### config.mk
export PLATFORM = sky130hd
export DESIGN_NAME = lcm_of_three_core
export DESIGN_NICKNAME = d
export VERILOG_FILES = /design/src/design/lcm3_pkg.sv /design/src/design/lcm3_alu.sv /design/src/design/lcm3_seq.sv /design/src/design/lcm_of_three_core.sv
export SDC_FILE = /design/constraint.sdc
export NUM_CORES = 1
export LEC_CHECK = 0
export BUFFER_PORTS_ARGS = -buffer_cell sky130_fd_sc_hd__buf_2
export CELL_PAD_IN_SITES_DETAIL_PLACEMENT = 0
export CELL_PAD_IN_SITES_GLOBAL_PLACEMENT = 1
export CORE_MARGIN = 2
export CORE_UTILIZATION = 30
export CTS_CLUSTER_DIAMETER = 120
export DETAILED_ROUTE_END_ITERATION = 8
export PLACE_DENSITY = 0.64
export SLEW_MARGIN = 5
export SYNTH_ARGS = -nofsm -noshare
export SYNTH_HDL_FRONTEND = slang
export SYNTH_SLANG_ARGS = --single-unit
### constraint.sdc
create_clock -name clk -period 19.45 [get_ports clk]
set_clock_uncertainty 0.2 [all_clocks]
set_input_delay 1.945 -clock clk [delete_from_list [all_inputs] [get_ports clk]]
set_output_delay 1.945 -clock clk [all_outputs]
set_load 0.1 [all_outputs]
### src/design/lcm3_pkg.sv
// ----------------------------------------------------------------------------
// lcm3_pkg: shared types and constants for the three-operand LCM engine
// State encoding, adder operation codes and the control/status bundles that
// run between the sequencer and the datapath.
// ----------------------------------------------------------------------------
`default_nettype none

package lcm3_pkg;

  // width of the result word, fixed by the interface
  localparam int MULTIPLE_WIDTH = 48;

  // sequencer states
  typedef enum logic [2:0] {
    ST_IDLE,
    ST_INIT,
    ST_GCD_TWO,
    ST_GCD_RUN,
    ST_DIV,
    ST_MUL,
    ST_DONE
  } lcm3_state_t;

  // shared adder operation
  typedef enum logic {
    ALU_ADD,
    ALU_SUB
  } lcm3_alu_op_t;

  // sequencer -> datapath
  typedef struct packed {
    logic         idle;        // ready for a new input word
    logic         gcd_init;    // load gcd operands for the current pass
    logic         sel_third;   // second pass: use running lcm and third operand
    logic         gcd_halve;   // strip a common factor of two
    logic         gcd_step;    // one binary gcd step
    logic         div_init;    // load divisor and numerator
    logic         div_step;    // one restoring division step
    logic         mul_init;    // clear product, load multiplicand
    logic         mul_step;    // one shift-add multiply step
    logic         out_load;    // move result into the output register
    lcm3_alu_op_t alu_op;
  } lcm3_ctrl_t;

  // datapath -> sequencer
  typedef struct packed {
    logic in_fire;    // input word accepted this cycle
    logic any_zero;   // accepted word has a zero operand
    logic u_odd;
    logic v_odd;
    logic diff_zero;  // gcd operands are equal
    logic out_free;   // output register can take a word
  } lcm3_stat_t;

endpackage

`default_nettype wire

### src/design/lcm3_alu.sv
// ----------------------------------------------------------------------------
// lcm3_alu: shared add/subtract unit
// One carry chain used for gcd subtraction, division trial subtraction and
// the shift-add multiply accumulation.
// ----------------------------------------------------------------------------
`default_nettype none

module lcm3_alu #(
  parameter int WIDTH = 48
) (
  input  wire logic [WIDTH-1:0]     op_a,
  input  wire logic [WIDTH-1:0]     op_b,
  input  wire lcm3_pkg::lcm3_alu_op_t op,
  output logic      [WIDTH-1:0]     res,
  output logic                      borrow
);

  logic             is_sub;
  logic [WIDTH-1:0] b_in;
  logic [WIDTH:0]   sum;

  // subtract as a + ~b + 1
  always_comb begin
    is_sub = (op == lcm3_pkg::ALU_SUB);
    b_in   = is_sub ? ~op_b : op_b;
    sum    = {1'b0, op_a} + {1'b0, b_in} + {{WIDTH{1'b0}}, is_sub};
    res    = sum[WIDTH-1:0];
    borrow = is_sub & ~sum[WIDTH];
  end

endmodule

`default_nettype wire

### src/design/lcm3_seq.sv
// ----------------------------------------------------------------------------
// lcm3_seq: sequencer for the LCM engine
// Steps two passes of gcd -> divide -> multiply over the shared adder (none if
// an operand is zero) and counts the bit-serial division and multiply steps.
// ----------------------------------------------------------------------------
`default_nettype none

module lcm3_seq #(
  parameter int OPERAND_WIDTH = 16
) (
  input  wire logic               clk,
  input  wire logic               rst_n,
  input  wire lcm3_pkg::lcm3_stat_t stat,
  output lcm3_pkg::lcm3_ctrl_t    ctrl
);

  localparam int CNT_W = $clog2(OPERAND_WIDTH);
  localparam logic [CNT_W-1:0] CNT_LAST = CNT_W'(OPERAND_WIDTH - 1);

  lcm3_pkg::lcm3_state_t state_r, state_nxt;
  logic                  pass_r, pass_nxt;
  logic [CNT_W-1:0]      cnt_r, cnt_nxt;

  // state, pass and step counter registers
  always_ff @(posedge clk) begin
    if (!rst_n) begin
      state_r <= lcm3_pkg::ST_IDLE;
      pass_r  <= 1'b0;
      cnt_r   <= '0;
    end else begin
      state_r <= state_nxt;
      pass_r  <= pass_nxt;
      cnt_r   <= cnt_nxt;
    end
  end

  // next state and control
  always_comb begin
    state_nxt = state_r;
    pass_nxt  = pass_r;
    cnt_nxt   = cnt_r;
    ctrl      = '0;
    ctrl.alu_op    = lcm3_pkg::ALU_SUB;
    ctrl.sel_third = pass_r;

    unique case (state_r)
      lcm3_pkg::ST_IDLE: begin
        ctrl.idle = 1'b1;
        if (stat.in_fire) begin
          pass_nxt  = 1'b0;
          state_nxt = stat.any_zero ? lcm3_pkg::ST_DONE : lcm3_pkg::ST_INIT;
        end
      end
      lcm3_pkg::ST_INIT: begin
        ctrl.gcd_init = 1'b1;
        state_nxt     = lcm3_pkg::ST_GCD_TWO;
      end
      lcm3_pkg::ST_GCD_TWO: begin
        if (!stat.u_odd && !stat.v_odd) begin
          ctrl.gcd_halve = 1'b1;
        end else begin
          state_nxt = lcm3_pkg::ST_GCD_RUN;
        end
      end
      lcm3_pkg::ST_GCD_RUN: begin
        // operands meet only when both are odd: that value is the odd gcd part
        if (stat.diff_zero) begin
          ctrl.div_init = 1'b1;
          cnt_nxt       = '0;
          state_nxt     = lcm3_pkg::ST_DIV;
        end else begin
          ctrl.gcd_step = 1'b1;
        end
      end
      lcm3_pkg::ST_DIV: begin
        ctrl.div_step = 1'b1;
        cnt_nxt       = cnt_r + 1'b1;
        if (cnt_r == CNT_LAST) begin
          ctrl.mul_init = 1'b1;
          cnt_nxt       = '0;
          state_nxt     = lcm3_pkg::ST_MUL;
        end
      end
      lcm3_pkg::ST_MUL: begin
        ctrl.mul_step = 1'b1;
        ctrl.alu_op   = lcm3_pkg::ALU_ADD;
        cnt_nxt       = cnt_r + 1'b1;
        if (cnt_r == CNT_LAST) begin
          cnt_nxt = '0;
          if (pass_r) begin
            state_nxt = lcm3_pkg::ST_DONE;
          end else begin
            pass_nxt  = 1'b1;
            state_nxt = lcm3_pkg::ST_INIT;
          end
        end
      end
      lcm3_pkg::ST_DONE: begin
        if (stat.out_free) begin
          ctrl.out_load = 1'b1;
          state_nxt     = lcm3_pkg::ST_IDLE;
        end
      end
      default: begin
        state_nxt = lcm3_pkg::ST_IDLE;
      end
    endcase
  end

endmodule

`default_nettype wire

### src/design/lcm_of_three_core.sv
// ----------------------------------------------------------------------------
// lcm_of_three_core: least common multiple of three unsigned operands
// Pairwise reduction lcm(a,b) = a * (b / gcd(a,b)), then with the third
// operand, all on one shared adder under a small sequencer.
// ----------------------------------------------------------------------------
// Usage:
//   Input channel (in_valid/in_ready) takes one word of three operands.
//   Result channel (out_valid/out_ready) returns one word per input: the
//   LCM, or zero with out_zero_operand set when any operand is zero.
//   in_ready is high only while the engine is idle; one word is in flight.
// Sequence:
//   Each of two passes runs a binary gcd (one shift, swap or subtract per
//   cycle), then W restoring division steps and W shift-add multiply steps,
//   W = OPERAND_WIDTH; the gcd loops make the run time data dependent.
//   A zero operand skips the arithmetic.
// Reset: synchronous, active low; clears the sequencer and the output valid.
// Stall: a finished result waits in the accumulator; the engine holds
//   its done state until the output register frees and only then takes new input.
// ----------------------------------------------------------------------------
`default_nettype none

module lcm_of_three_core #(
  parameter int OPERAND_WIDTH = 16
) (
  input  wire logic                     clk,
  input  wire logic                     rst_n,
  input  wire logic                     in_valid,
  output logic                          in_ready,
  input  wire logic [OPERAND_WIDTH-1:0] in_first_value,
  input  wire logic [OPERAND_WIDTH-1:0] in_second_value,
  input  wire logic [OPERAND_WIDTH-1:0] in_third_value,
  output logic                          out_valid,
  input  wire logic                     out_ready,
  output logic [lcm3_pkg::MULTIPLE_WIDTH-1:0] out_multiple,
  output logic                          out_zero_operand
);

  localparam int W     = OPERAND_WIDTH;
  localparam int D     = 2 * W;                 // gcd and partial lcm width
  localparam int P     = 3 * W;                 // full lcm width
  localparam int K_W   = $clog2(W + 1);         // common power-of-two count
  localparam int MW    = lcm3_pkg::MULTIPLE_WIDTH;

  lcm3_pkg::lcm3_ctrl_t ctrl;
  lcm3_pkg::lcm3_stat_t stat;

  logic [D-1:0]   m_r;      // first operand, later the running lcm
  logic [W-1:0]   b_r;
  logic [W-1:0]   c_r;
  logic [D-1:0]   u_r;
  logic [D-1:0]   v_r;
  logic [K_W-1:0] k_r;
  logic [W-1:0]   dvs_r;    // divisor: gcd of the pass
  logic [W-1:0]   rem_r;
  logic [W-1:0]   quo_r;    // numerator in, quotient out, then multiplier
  logic [P-1:0]   acc_r;
  logic [P-1:0]   mcd_r;
  logic           err_r;
  logic           out_valid_r;
  logic [MW-1:0]  out_multiple_r;
  logic           out_zero_r;

  logic           in_fire;
  logic           any_zero;
  logic [W:0]     rem_sh;
  logic [D-1:0]   g_full;
  logic [P-1:0]   alu_a;
  logic [P-1:0]   alu_b;
  logic [P-1:0]   alu_res;
  logic           alu_borrow;
  logic           qbit;
  logic [P+MW-1:0] acc_ext;

  // handshake and status
  assign in_ready = ctrl.idle;
  assign in_fire  = in_valid & ctrl.idle;
  assign any_zero = (in_first_value == '0) | (in_second_value == '0) |
                    (in_third_value == '0);

  always_comb begin
    stat.in_fire   = in_fire;
    stat.any_zero  = any_zero;
    stat.u_odd     = u_r[0];
    stat.v_odd     = v_r[0];
    stat.diff_zero = (alu_res == '0);
    stat.out_free  = ~out_valid_r | out_ready;
  end

  lcm3_seq #(
    .OPERAND_WIDTH(OPERAND_WIDTH)
  ) u_seq (
    .clk  (clk),
    .rst_n(rst_n),
    .stat (stat),
    .ctrl (ctrl)
  );

  // adder operand select
  assign rem_sh = {rem_r, quo_r[W-1]};
  assign g_full = u_r << k_r;

  always_comb begin
    if (ctrl.div_step) begin
      alu_a = P'(rem_sh);
      alu_b = P'(dvs_r);
    end else if (ctrl.mul_step) begin
      alu_a = acc_r;
      alu_b = mcd_r;
    end else begin
      alu_a = P'(u_r);
      alu_b = P'(v_r);
    end
  end

  lcm3_alu #(
    .WIDTH(P)
  ) u_alu (
    .op_a  (alu_a),
    .op_b  (alu_b),
    .op    (ctrl.alu_op),
    .res   (alu_res),
    .borrow(alu_borrow)
  );

  assign qbit = ~alu_borrow;

  // operand capture and gcd registers
  always_ff @(posedge clk) begin
    if (in_fire) begin
      m_r   <= D'(in_first_value);
      b_r   <= in_second_value;
      c_r   <= in_third_value;
      err_r <= any_zero;
    end else if (ctrl.gcd_init && ctrl.sel_third) begin
      m_r <= acc_r[D-1:0];
    end

    if (ctrl.gcd_init) begin
      u_r <= ctrl.sel_third ? acc_r[D-1:0] : m_r;
      v_r <= ctrl.sel_third ? D'(c_r) : D'(b_r);
      k_r <= '0;
    end else if (ctrl.gcd_halve) begin
      u_r <= u_r >> 1;
      v_r <= v_r >> 1;
      k_r <= k_r + 1'b1;
    end else if (ctrl.gcd_step) begin
      if (!u_r[0]) begin
        u_r <= u_r >> 1;
      end else if (!v_r[0]) begin
        v_r <= v_r >> 1;
      end else if (alu_borrow) begin
        // keep u the larger one
        u_r <= v_r;
        v_r <= u_r;
      end else begin
        u_r <= alu_res[D-1:0];
      end
    end
  end

  // division and multiply registers
  always_ff @(posedge clk) begin
    if (ctrl.div_init) begin
      dvs_r <= g_full[W-1:0];
      rem_r <= '0;
      quo_r <= ctrl.sel_third ? c_r : b_r;
    end else if (ctrl.div_step) begin
      rem_r <= qbit ? alu_res[W-1:0] : rem_sh[W-1:0];
      quo_r <= {quo_r[W-2:0], qbit};
    end else if (ctrl.mul_step) begin
      quo_r <= quo_r >> 1;
    end

    if (in_fire) begin
      acc_r <= '0;
    end else if (ctrl.mul_init) begin
      acc_r <= '0;
      mcd_r <= P'(m_r);
    end else if (ctrl.mul_step) begin
      if (quo_r[0]) begin
        acc_r <= alu_res;
      end
      mcd_r <= mcd_r << 1;
    end
  end

  // output register
  assign acc_ext = {{MW{1'b0}}, acc_r};

  always_ff @(posedge clk) begin
    if (!rst_n) begin
      out_valid_r <= 1'b0;
    end else if (ctrl.out_load) begin
      out_valid_r <= 1'b1;
    end else if (out_ready) begin
      out_valid_r <= 1'b0;
    end
  end

  always_ff @(posedge clk) begin
    if (ctrl.out_load) begin
      out_multiple_r <= err_r ? '0 : acc_ext[MW-1:0];
      out_zero_r     <= err_r;
    end
  end

  assign out_valid        = out_valid_r;
  assign out_multiple     = out_multiple_r;
  assign out_zero_operand = out_zero_r;

endmodule

`default_nettype wire
After elaboration in Yosys (flattened, before gate mapping)
Cells that the tools add are included.

operators by class
  shift-type cells = 1
  bitwise operators = 10
  multiplexer cells = 58
  equal/unequal tests = 15
  $add $sub $neg = 4
  reduce and logical (&&, ||, !) cells = 27

operators by type and width
  cell                 number
  $mux 32              14
  $mux 48              6
  $mux 16              8
  $add 48x48->49       1
  $add 49x1->49        1
  $logic_not 16->1     3
  $logic_not 48->1     1
  $not 48->48          1
  $shl 32x5->16        1
  $mux 3               8
  $pmux 3 s7           1
  $mux 1               15
  $reduce_and 2->1     5
  $reduce_bool 2->1    5
  $eq 3x3->1 const B   3
  $reduce_bool 3->1    3
  $mux 4               2
  $ne 2x2->1 const B   4
  $ne 4x3->1 const B   2
  $pmux 4 s2           1
  $eq 3x2->1 const B   2
  $reduce_and 3->1     2
  $reduce_and 6->1     1
  $add 5x1->5 const B  1
  13 further kinds     24

storage, ports and cells
  word-level logic and storage cells = 137
  input port bits = 52
  output and inout port bits = 51
  flip-flop bits (word level) = 336

Depth between registers and ports, before layout
Gate-level depths: netlist of run 1.

  depth after elaboration = 16
  gate-level depth with buffers = 22
  depth with buffers taken out = 17

Hierarchy
A second synthesis of run 1 with hierarchy kept.

second synthesis, totals
  cells, all modules = 2011
  area, all modules = 19742.7 um^2

modules (own cells, without submodules)
  module             area each (um^2)  instances  sequential area each (um^2)  cells an instance
  lcm_of_three_core  15951.5           1          8988.6                       1478
  lcm3_alu           3189.3            1          0.0                          452
  lcm3_seq           601.8             1          160.2                        81

Worst setup path before layout of run 1
Ideal clock, no wire load.

  path kind = flip-flop to flip-flop
  start point = register u_seq.state_r[0]
  end point = register v_r[10] (enable)
  buffers on the path = 3
  arrival time = 6.679 ns
  library setup time = 0.466 ns
  data required time = 18.784 ns
  period minus slack after synthesis = 7.345 ns
  setup slack = 12.105 ns
  cell stages (with the launch flop) = 18
  cells stage by stage = dfxtp_1 -> clkbuf_1 -> clkbuf_1 -> mux2i_1 -> o21ai_0 -> ha_1 -> clkbuf_1 -> nand4_1 -> nor3_1 -> a31oi_1 -> a2111oi_2 -> nor2_1 -> o41ai_2 -> a41oi_1 -> xnor2_1 -> or3_1 -> o21ai_0 -> o31ai_1

on the way
  word-level cells in the longest chain between the ends = 13
  elaborated cells on any way between the ends = 27
  classes of those cells = add/sub (2); eq/ne (6); mux (12); bitwise (3); reduce/logical (4)

RTL lines
  element                                line                      text
  start, declared                        lcm3_seq.sv:20            lcm3_pkg::lcm3_state_t state_r, state_nxt;
  start signal, assigned                 lcm3_seq.sv:27            state_r <= lcm3_pkg::ST_IDLE;
  start signal, assigned                 lcm3_seq.sv:31            state_r <= state_nxt;
  $eq 3x3->1                             lcm3_seq.sv:46            unique case (state_r)
  $mux 1                                 lcm3_seq.sv:46
  $mux 48                                lcm_of_three_core.sv:106  end else if (ctrl.mul_step) begin
  $mux 48                                lcm_of_three_core.sv:103  if (ctrl.div_step) begin
  $not 48->48                            lcm3_alu.sv:25            b_in = is_sub ? ~op_b : op_b;
  $mux 48                                lcm3_alu.sv:25
  $add 48x48->49                         lcm3_alu.sv:26            sum = {1'b0, op_a} + {1'b0, b_in} + {{WIDTH{1'b0}}, is_sub};
  $add 49x1->49                          lcm3_alu.sv:26
  $logic_not 48->1                       lcm_of_three_core.sv:85   stat.diff_zero = (alu_res == '0);
  $mux 1                                 lcm3_seq.sv:67            if (stat.diff_zero) begin
  $mux 2                                 lcm3_seq.sv:46
  $reduce_bool 3->1 (no source line)     --
  $reduce_and 3->1 (no source line) (*)  --
  end signal, assigned                   lcm_of_three_core.sv:140  v_r <= ctrl.sel_third ? D'(c_r) : D'(b_r);
  end signal, assigned                   lcm_of_three_core.sv:144  v_r <= v_r >> 1;
  end signal, assigned                   lcm_of_three_core.sv:150  v_r <= v_r >> 1;
  end, declared                          lcm_of_three_core.sv:51   logic [D-1:0] v_r;

Mark *: on every way between the ends. The rest lies on a longest branch, timed or not.
A chain may end at the register's enable or synchronous reset.

Worst setup path after layout of run 1
  start point = register u_seq.state_r[2]
  end point = register v_r[31] (enable)

Same word-level chain as after synthesis.

==> results of run 1 <==
## tightest hold or removal path: cells and delay by family, from the launching register on
kind | cells | cell delay [ps]
DFF | 1 | 310
and+or+nand+nor | 1 | 50
AOI/OAI and AO/OA | 1 | 50
## path summary, 6_finish.rpt
path                                       from                     end  slack [ps]  cells after the start
hold reg to reg          acc_r[34]$_SDFFE_PP0P_  acc_r[34]$_SDFFE_PP0P_         270                      2
setup / recovery  u_seq.state_r[2]$_SDFFE_PN0P_   v_r[31]$_SDFFCE_PP0P_       11420                     17
setup reg to reg  u_seq.state_r[2]$_SDFFE_PN0P_   v_r[31]$_SDFFCE_PP0P_       11420                     17
hold / removal           acc_r[34]$_SDFFE_PP0P_  acc_r[34]$_SDFFE_PP0P_         270                      2
## logic make-up (layout without fill, tap and decap cells)
family	after synthesis	in the layout
adders and majority gates	50	50
other	0	1
DFF	336	336
AOI/OAI and AO/OA	559	559
and+or+nand+nor	839	839
xor gates and xnor gates	33	33
muxes	185	185
buffers and inverters	168	229
## cell usage in the layout, fill, tap and decap left out, types with 26 or more instances in the layout
master	instances
a211oi_1	63
a21oi_1	228
and3_1	26
buf_2	102
buf_4	36
clkbuf_16	43
dfxtp_1	92
edfxtp_1	242
ha_1	49
mux2i_1	159
nand2_1	302
nand3_1	42
nand4_1	26
nor2_1	154
nor2b_1	107
nor3_1	49
o21ai_0	97
or3_1	38
## power by group through the flow
stage	Combinational [mW]	Sequential, mW	Clock [mW]
6_report	2.79	1.15	0.792
3_5_place_dp	2.76	1.16	0
4_1_cts	2.77	1.14	0.812
5_1_grt	3.02	1.16	0.839
3_3_place_gp	2.76	1.16	0
2_1_floorplan	1.88	1.09	0
## per-layer routing
metal  wire, um  GRT usage  up-vias
met5         20          0        -
met4       2580     0.0752        4
met3       4230     0.0311      123
met2      33700      0.335      557
met1      31400      0.268     8369
li1           -          -     8106
## final cells by class
cell class | count | area (um^2) | share of cell area
Antenna cell | 1 | 2.50 | 0.000109
Clock buffer | 51 | 1130 | 0.0490
Clock inverter | 24 | 251 | 0.0109
Inverter | 16 | 60.1 | 0.00261
Multi-Input combinational cell | 1666 | 10500 | 0.458
Sequential cell | 336 | 9150 | 0.398
Tap cell | 873 | 1090 | 0.0475
Timing Repair Buffer | 138 | 781 | 0.0340
## sequential cells by signal (all words and copies together) (netlist names)
signal / cells
acc_r: 48
b_r: 16
c_r: 16
dvs_r: 16
err_r: 1
k_r: 5
m_r: 32
mcd_r: 48
out_multiple: 48
out_valid: 1
out_zero_operand: 1
quo_r: 16
rem_r: 16
u_r: 32
u_seq.cnt_r: 4
u_seq.pass_r: 1
u_seq.state_r: 3
v_r: 32
## metrics by stage
stage          total power, mW  hold WS (ps)  worst slack, ps  area [um^2]
6_report                  4.74           267            11420        23000
3_3_place_gp              3.92           259            11740        21600
3_5_place_dp              3.92           259            11640        21600
5_1_grt                   5.02           305            11150        23000
2_1_floorplan             2.97           236            12100        20200
4_1_cts                   4.73           266            11550        23000
==> flow_summary_export.csv, run 1 <==
group,metric,value,unit
cells_and_area,final_util,0.344,
sta,period_share,0.413,
setup_path,start_kind,"flip-flop",
pwr,p_int,2.41,mW
clock_network,htreeDepth,2,
sta,fmax,0.125,GHz
clock_network,clockRootBuffer,"clkbuf_16",
synthesis,synth_top_area_share,0.359,
global_route,grt_pass1_vias,17062,
routing,wl_per_cell,23.2,um
clock_network,cts_resized,0,
synthesis,ys_ff_latch,336,
pwr,pwr-share-comb,0.590,
synthesis,synth_cells,2170,
clock_network,post_cts_buffers,0,
routing,drc,0,
synthesis,synth_cell_types,77,
setup_path,worstPathArrival,8090,ps
global_route,grt_max_degree,71,
synthesis,yosys.area_share.simple,0.201,
routing,routed_via_density,5.53,
setup_path,slowest_stage,"o21ai_0",
die,fp.dieW,264,um
die,initial_core_util,0.302,
sta,worstMarginPinSlew,1180,ps
clock_network,clock-sinks,336,
synthesis,synth_top_area_cell,"edfxtp_1",
pwr,swShare,0.491,
min_path,hp-class,"reg2reg",
synthesis,synth_flop_cell,"edfxtp_1",
synthesis,yosys-top-cells-count,"303 x nand2_1, 242 x edfxtp_1, 228 x a21oi_1",
setup_path,max_stage_delay,880,ps
clock_network,clk_latency,590,ps
global_route,gr-total-overflow,0,
cells_and_area,nNetsFinal,2302,
clock_network,cts_tree,"built",
synthesis,synth_edf_count,242,
pwr,p_clk_frac,0.167,
synthesis,synth_fa_ha_area_frac,0.0313,
pwr,power_density,206,nW/um^2
sta,fin_setup_tns,0,ps
synthesis,yosys_warnings,0,
routing,drtAntennaViolNets,0,
die,io_pins,103,
flow_run,maxCapViolations,0,
routing,drtIter0Drc,1459,
setup_path,cp_top_family,"simple AND/OR/NAND/NOR gates",
die,fp.dieH,264,um
synthesis,synth_most_common_cell,"nand2_1",
synthesis,syn_nets,2272,
die,die_area,69500,um^2
sta,relSlewSlack,0.208,
pwr,p_switching,2.33,mW
status,status,"complete, no violations",
cells_and_area,syn_to_final_growth,13.7,%
setup_path,crit_fanout,31,
synthesis,synth_top_family_by_area,"simple AND/OR/NAND/NOR gates",
clock_network,clk_path_buf_depth,3,
setup_path,critPathKind,"reg2reg",
setup_path,cp.buffers_inverters,2,
synthesis,synth_seq_area_share,0.452,
setup_path,path_cells,"nor2b_4 -> buf_4 -> o211ai_1 -> and2_1 -> fa_1 -> nand3_1 -> nand2_1 -> xor2_1 -> or4b_1 -> or4b_1 -> nor4_1 -> nand4_1 -> nor4b_1 -> nand4b_1 -> o21ai_0 -> o31ai_4 -> buf_4",
placement,globalplace.congestion,0.908,
clock_network,numCtsBuffers,42,
clock_network,clk_pin_slew,70,ps
sta,min_period,8030,ps
synthesis,muxShareOfSynthArea,0.0949,
placement,io_buffers,102,
setup_path,end_kind,"flip-flop",
routing,vias,17159,
synthesis,synth_async_sr_flop_share,0,
sta,hold_viol,0,
routing,wirelength,72000,um
placement,hpwlAfterDp,53100,um
global_route,antenna_found_initial,4,
global_route,grt_pass1_wl,108000,um
sta,setup_violations,0,
die,core_area,66900,um^2
synthesis,synth_compound_area_frac,0.174,
die,rows,95,
pwr,peakVddDrop,0.137,mV
routing,drt_pass1_iterations,8,
cells_and_area,drive_gt1_frac,0.117,
synthesis,synthXorXnorAreaFrac,0.0143,
clock_network,cts_hold_buf,0,
sta,slew_viol_final,0,
pwr,p_leak,8.59,nW
sta,rsz0062_at_grt,"no",
setup_path,required,19510,ps
synthesis,synth.area.top_cells,"edfxtp_1 36%, dfxtp_1 9.3%, mux2i_1 7.9%",
placement,dp_cells,3029,
cells_and_area,final_cells,3105,
synthesis,syn_area,20200,um^2
synthesis,syn_area_per_cell,9.32,um^2
cells_and_area,n_fill_cell,6897,
pwr,power_frac_seq,0.243,
global_route,grtUsageTotal,0.203,
No activity file was read; power rests on OpenSTA's default activity.
==> inputs of run 2 (changes only) <==
- ABC_AREA: default -> 1
- PLACE_DENSITY: 0.64 -> 0.68
- clock period: 19.45 -> 7.3 ns (I/O delays scaled with it)
==> run 2 against run 1 <==
Critical path depth grew 5. Worst hold slack worse by 140 ps. Largest cell class is now flip-flops and latches. Combinational power grew to 2.5 times the previous value. Wire length is 10% higher. Synthesized area is 1.3% lower. Via count is 7.6% higher. Flip-flop and latch count stayed put. Design area shrank 1.1%. Cell count up 14%. Sequential power grew to 2.6 times the previous value. Clock power increased to 2.7 times the previous value. Count of clock-buffer cells in the layout up 2.
==> flow_summary_export.csv, run 2 <==
group,metric,value,unit
sta,worstMarginPinSlew,1240,ps
min_path,hp-class,"in2reg",
synthesis,syn_area,20000,um^2
cells_and_area,final_cell_mix,"588 x nand2_1, 394 x inv_1, 252 x nor2_1, 242 x edfxtp_1, 226 x o21ai_0",
synthesis,synth_async_sr_flop_share,0,
setup_path,critPathKind,"reg2reg",
sta,setup_violations,0,
placement,hpwlAfterDp,59400,um
placement,dpl_cell_area,21300,um^2
placement,io_buffers,102,
synthesis,syn_area_per_cell,7.77,um^2
sta,fmax,0.156,GHz
setup_path,cp.buffers_inverters,3,
synthesis,ys_ff_latch,336,
cells_and_area,layout_commonest_cell,"nand2_1",
setup_path,cp_top_family,"simple AND/OR/NAND/NOR gates",
setup_path,start_kind,"flip-flop",
clock_network,clk_pin_slew,60,ps
pwr,power_density,534,nW/um^2
placement,dp_cells,3450,
synthesis,synth_cell_types,54,
pwr,power,12.1,mW
synthesis,syn_nets,2669,
global_route,gr-total-overflow,0,
die,core_area,65700,um^2
sta,min_period,6410,ps
routing,wirelength,79200,um
sta,fin_setup_tns,0,ps
clock_network,post_cts_buffers,0,
synthesis,synth_top_area_cell,"edfxtp_1",
global_route,grt_busiest_layer,"met2",
die,io_pins,103,
cells_and_area,antenna_cells,0,
synthesis,synth_top_area_share,0.364,
setup_path,slowest_stage,"nand2_1",
routing,routed_via_density,5.23,
pwr,peakVddDrop,0.380,mV
clock_network,clk_path_buf_depth,3,
global_route,grtUsageTotal,0.229,
die,fp.dieH,262,um
routing,drtIter0Drc,1856,
setup_path,cpMostUsedCell,"nand2_1",
clock_network,numCtsBuffers,42,
synthesis,synth.area.top_cells,"edfxtp_1 36%, nand2_1 11%, dfxtp_1 9.4%",
clock_network,cts_hold_buf,0,
synthesis,synth_seq_area_share,0.459,
die,initial_core_util,0.303,
clock_network,clockRootBuffer,"clkbuf_16",
routing,drt_pass1_iterations,6,
die,rows,94,
sta,rsz0062_at_grt,"no",
global_route,grtUsageMet1,0.310,
cells_and_area,drive_gt1_frac,0.102,
global_route,grt_pass1_wl,117000,um
die,fp.dieW,262,um
setup_path,crit_fanout,39,
clock_network,clock-sinks,336,
synthesis,synth_cells,2567,
routing,drtAntennaViolNets,0,
routing,drc,0,
clock_network,cts_resized,0,
routing,wl_per_cell,22.4,um
synthesis,synth_edf_count,242,
die,die_area,68600,um^2
setup_path,worstPathArrival,6410,ps
setup_path,required,7310,ps
sta,hold_viol,0,
global_route,antenna_found_initial,2,
clock_network,clk_latency,590,ps
sta,relSlewSlack,0.171,
setup_path,end_kind,"flip-flop",
setup_path,path_cells,"nand3_4 -> inv_1 -> buf_4 -> nand2_1 -> o221ai_1 -> ha_1 -> a21oi_1 -> o21ai_0 -> nand2_1 -> nand2_1 -> a21oi_1 -> nand2_1 -> nand2_1 -> nand3b_1 -> nand2_1 -> nand2_1 -> nor2_1 -> nand3_1 -> nor2_2 -> nand4_4 -> buf_4 -> nand2_1",
cells_and_area,final_cells,3528,
global_route,met2_usage,0.385,
routing,vias,18458,
global_route,groute.layer.met3.usage,0.0271,
clock_network,cts_tree,"built",
cells_and_area,nNetsFinal,2732,
setup_path,max_stage_delay,580,ps
placement,globalplace.congestion,0.962,
synthesis,synth_most_common_cell,"nand2_1",
synthesis,synth_flop_cell,"edfxtp_1",
synthesis,yosys-top-cells-count,"590 x nand2_1, 395 x inv_1, 258 x nor2_1",
cells_and_area,syn_to_final_growth,14.0,%
clock_network,htreeDepth,2,
synthesis,yosys_warnings,0,
global_route,grt_max_degree,74,
pwr,p_leak,9.94,nW
global_route,grt_pass1_vias,17845,
sta,period_share,0.877,
status,status,"complete, no violations",
sta,slew_viol_final,0,
cells_and_area,finalInstanceArea,22700,um^2
flow_run,maxCapViolations,0,
==> run 2: cell types whose count changed in the layout (fill, tap and decap cells not counted), moves of 61 or more <==
cell | before | now
nor2_1 | 154 | 252
mux2i_1 | 159 | 21
o21ai_0 | 97 | 226
nor2b_1 | 107 | 0
inv_1 | 14 | 394
nand2_1 | 302 | 588
a21oi_1 | 228 | 167
==> run 2: final timing paths <==
| path | from | to | slack, ps | depth (start not counted) |
|---|---|---|---|---|
| setup / recovery | u_seq.state_r[2]$_SDFFE_PN0P_ | quo_r[9]$_DFFE_PP_ | 890 | 22 |
| hold reg to reg | m_r[22]$_SDFFE_PP0P_ | m_r[22]$_SDFFE_PP0P_ | 290 | 2 |
| setup reg to reg | u_seq.state_r[2]$_SDFFE_PN0P_ | quo_r[9]$_DFFE_PP_ | 890 | 22 |
| hold / removal | in_second_value[10] | b_r[10]$_DFFE_PP_ | 130 | 1 |
==> run 2: worst reg2reg max path: stages (launching register included) <==
cell and delay [ps]:
dfxtp_1 550, nand3_4 460, inv_1 160, buf_4 470, nand2_1 110, o221ai_1 140, ha_1 390, a21oi_1 350
o21ai_0 240, nand2_1 100, nand2_1 70, a21oi_1 450, nand2_1 220, nand2_1 170, nand3b_1 90, nand2_1 110
nand2_1 150, nor2_1 160, nand3_1 100, nor2_2 320, nand4_4 150, buf_4 290, nand2_1 590
==> run 2: metrics by stage <==
step | util | hold WS (ps) | setup WS [ps]
floorplan | - | 247 | 1980
global placement | 0.325 | 273 | 890
detailed placement | 0.325 | 281 | 1010
CTS | 0.346 | 100 | 972
global route | 0.346 | 126 | 609
finish | 0.346 | 131 | 895
==> run 2: cells by family (layout without fill, tap and decap cells) <==
logic type | after synthesis | after routing | synth area share
AND/OR/NAND/NOR | 1015 | 1015 | 0.211
AO/OA/AOI/OAI | 609 | 609 | 0.180
buffers and inverters | 519 | 616 | 0.101
flip-flops | 336 | 336 | 0.459
adder cells (fa/ha/maj) | 50 | 50 | 0.0317
multiplexers | 21 | 21 | 0.0105
XOR/XNOR | 17 | 17 | 0.00746
==> run 2: layout make-up <==
class | instances | area, um^2
fill | 6969 | 43000
sequential | 336 | 9150
multi-input combinational | 1712 | 8860
inverter | 408 | 1540
clock buffer | 53 | 1170
tap | 864 | 1080
timing repair buffer | 130 | 721
clock inverter | 25 | 221
==> run 2: layer usage <==
metal / vias to the layer above / share of wire
met3: 122 / 0.058
met1: 8921 / 0.44
met5: - / 0
li1: 8719 / -
met4: 0 / 0.028
met2: 696 / 0.47
==> run 2: where the power goes <==
group | internal (mW) | total [mW] | leakage [nW] | switching, mW
sequential | 2.63 | 2.94 | 3.00 | 0.308
combinational | 1.87 | 7.07 | 6.26 | 5.20
clock | 1.22 | 2.13 | 0.675 | 0.906
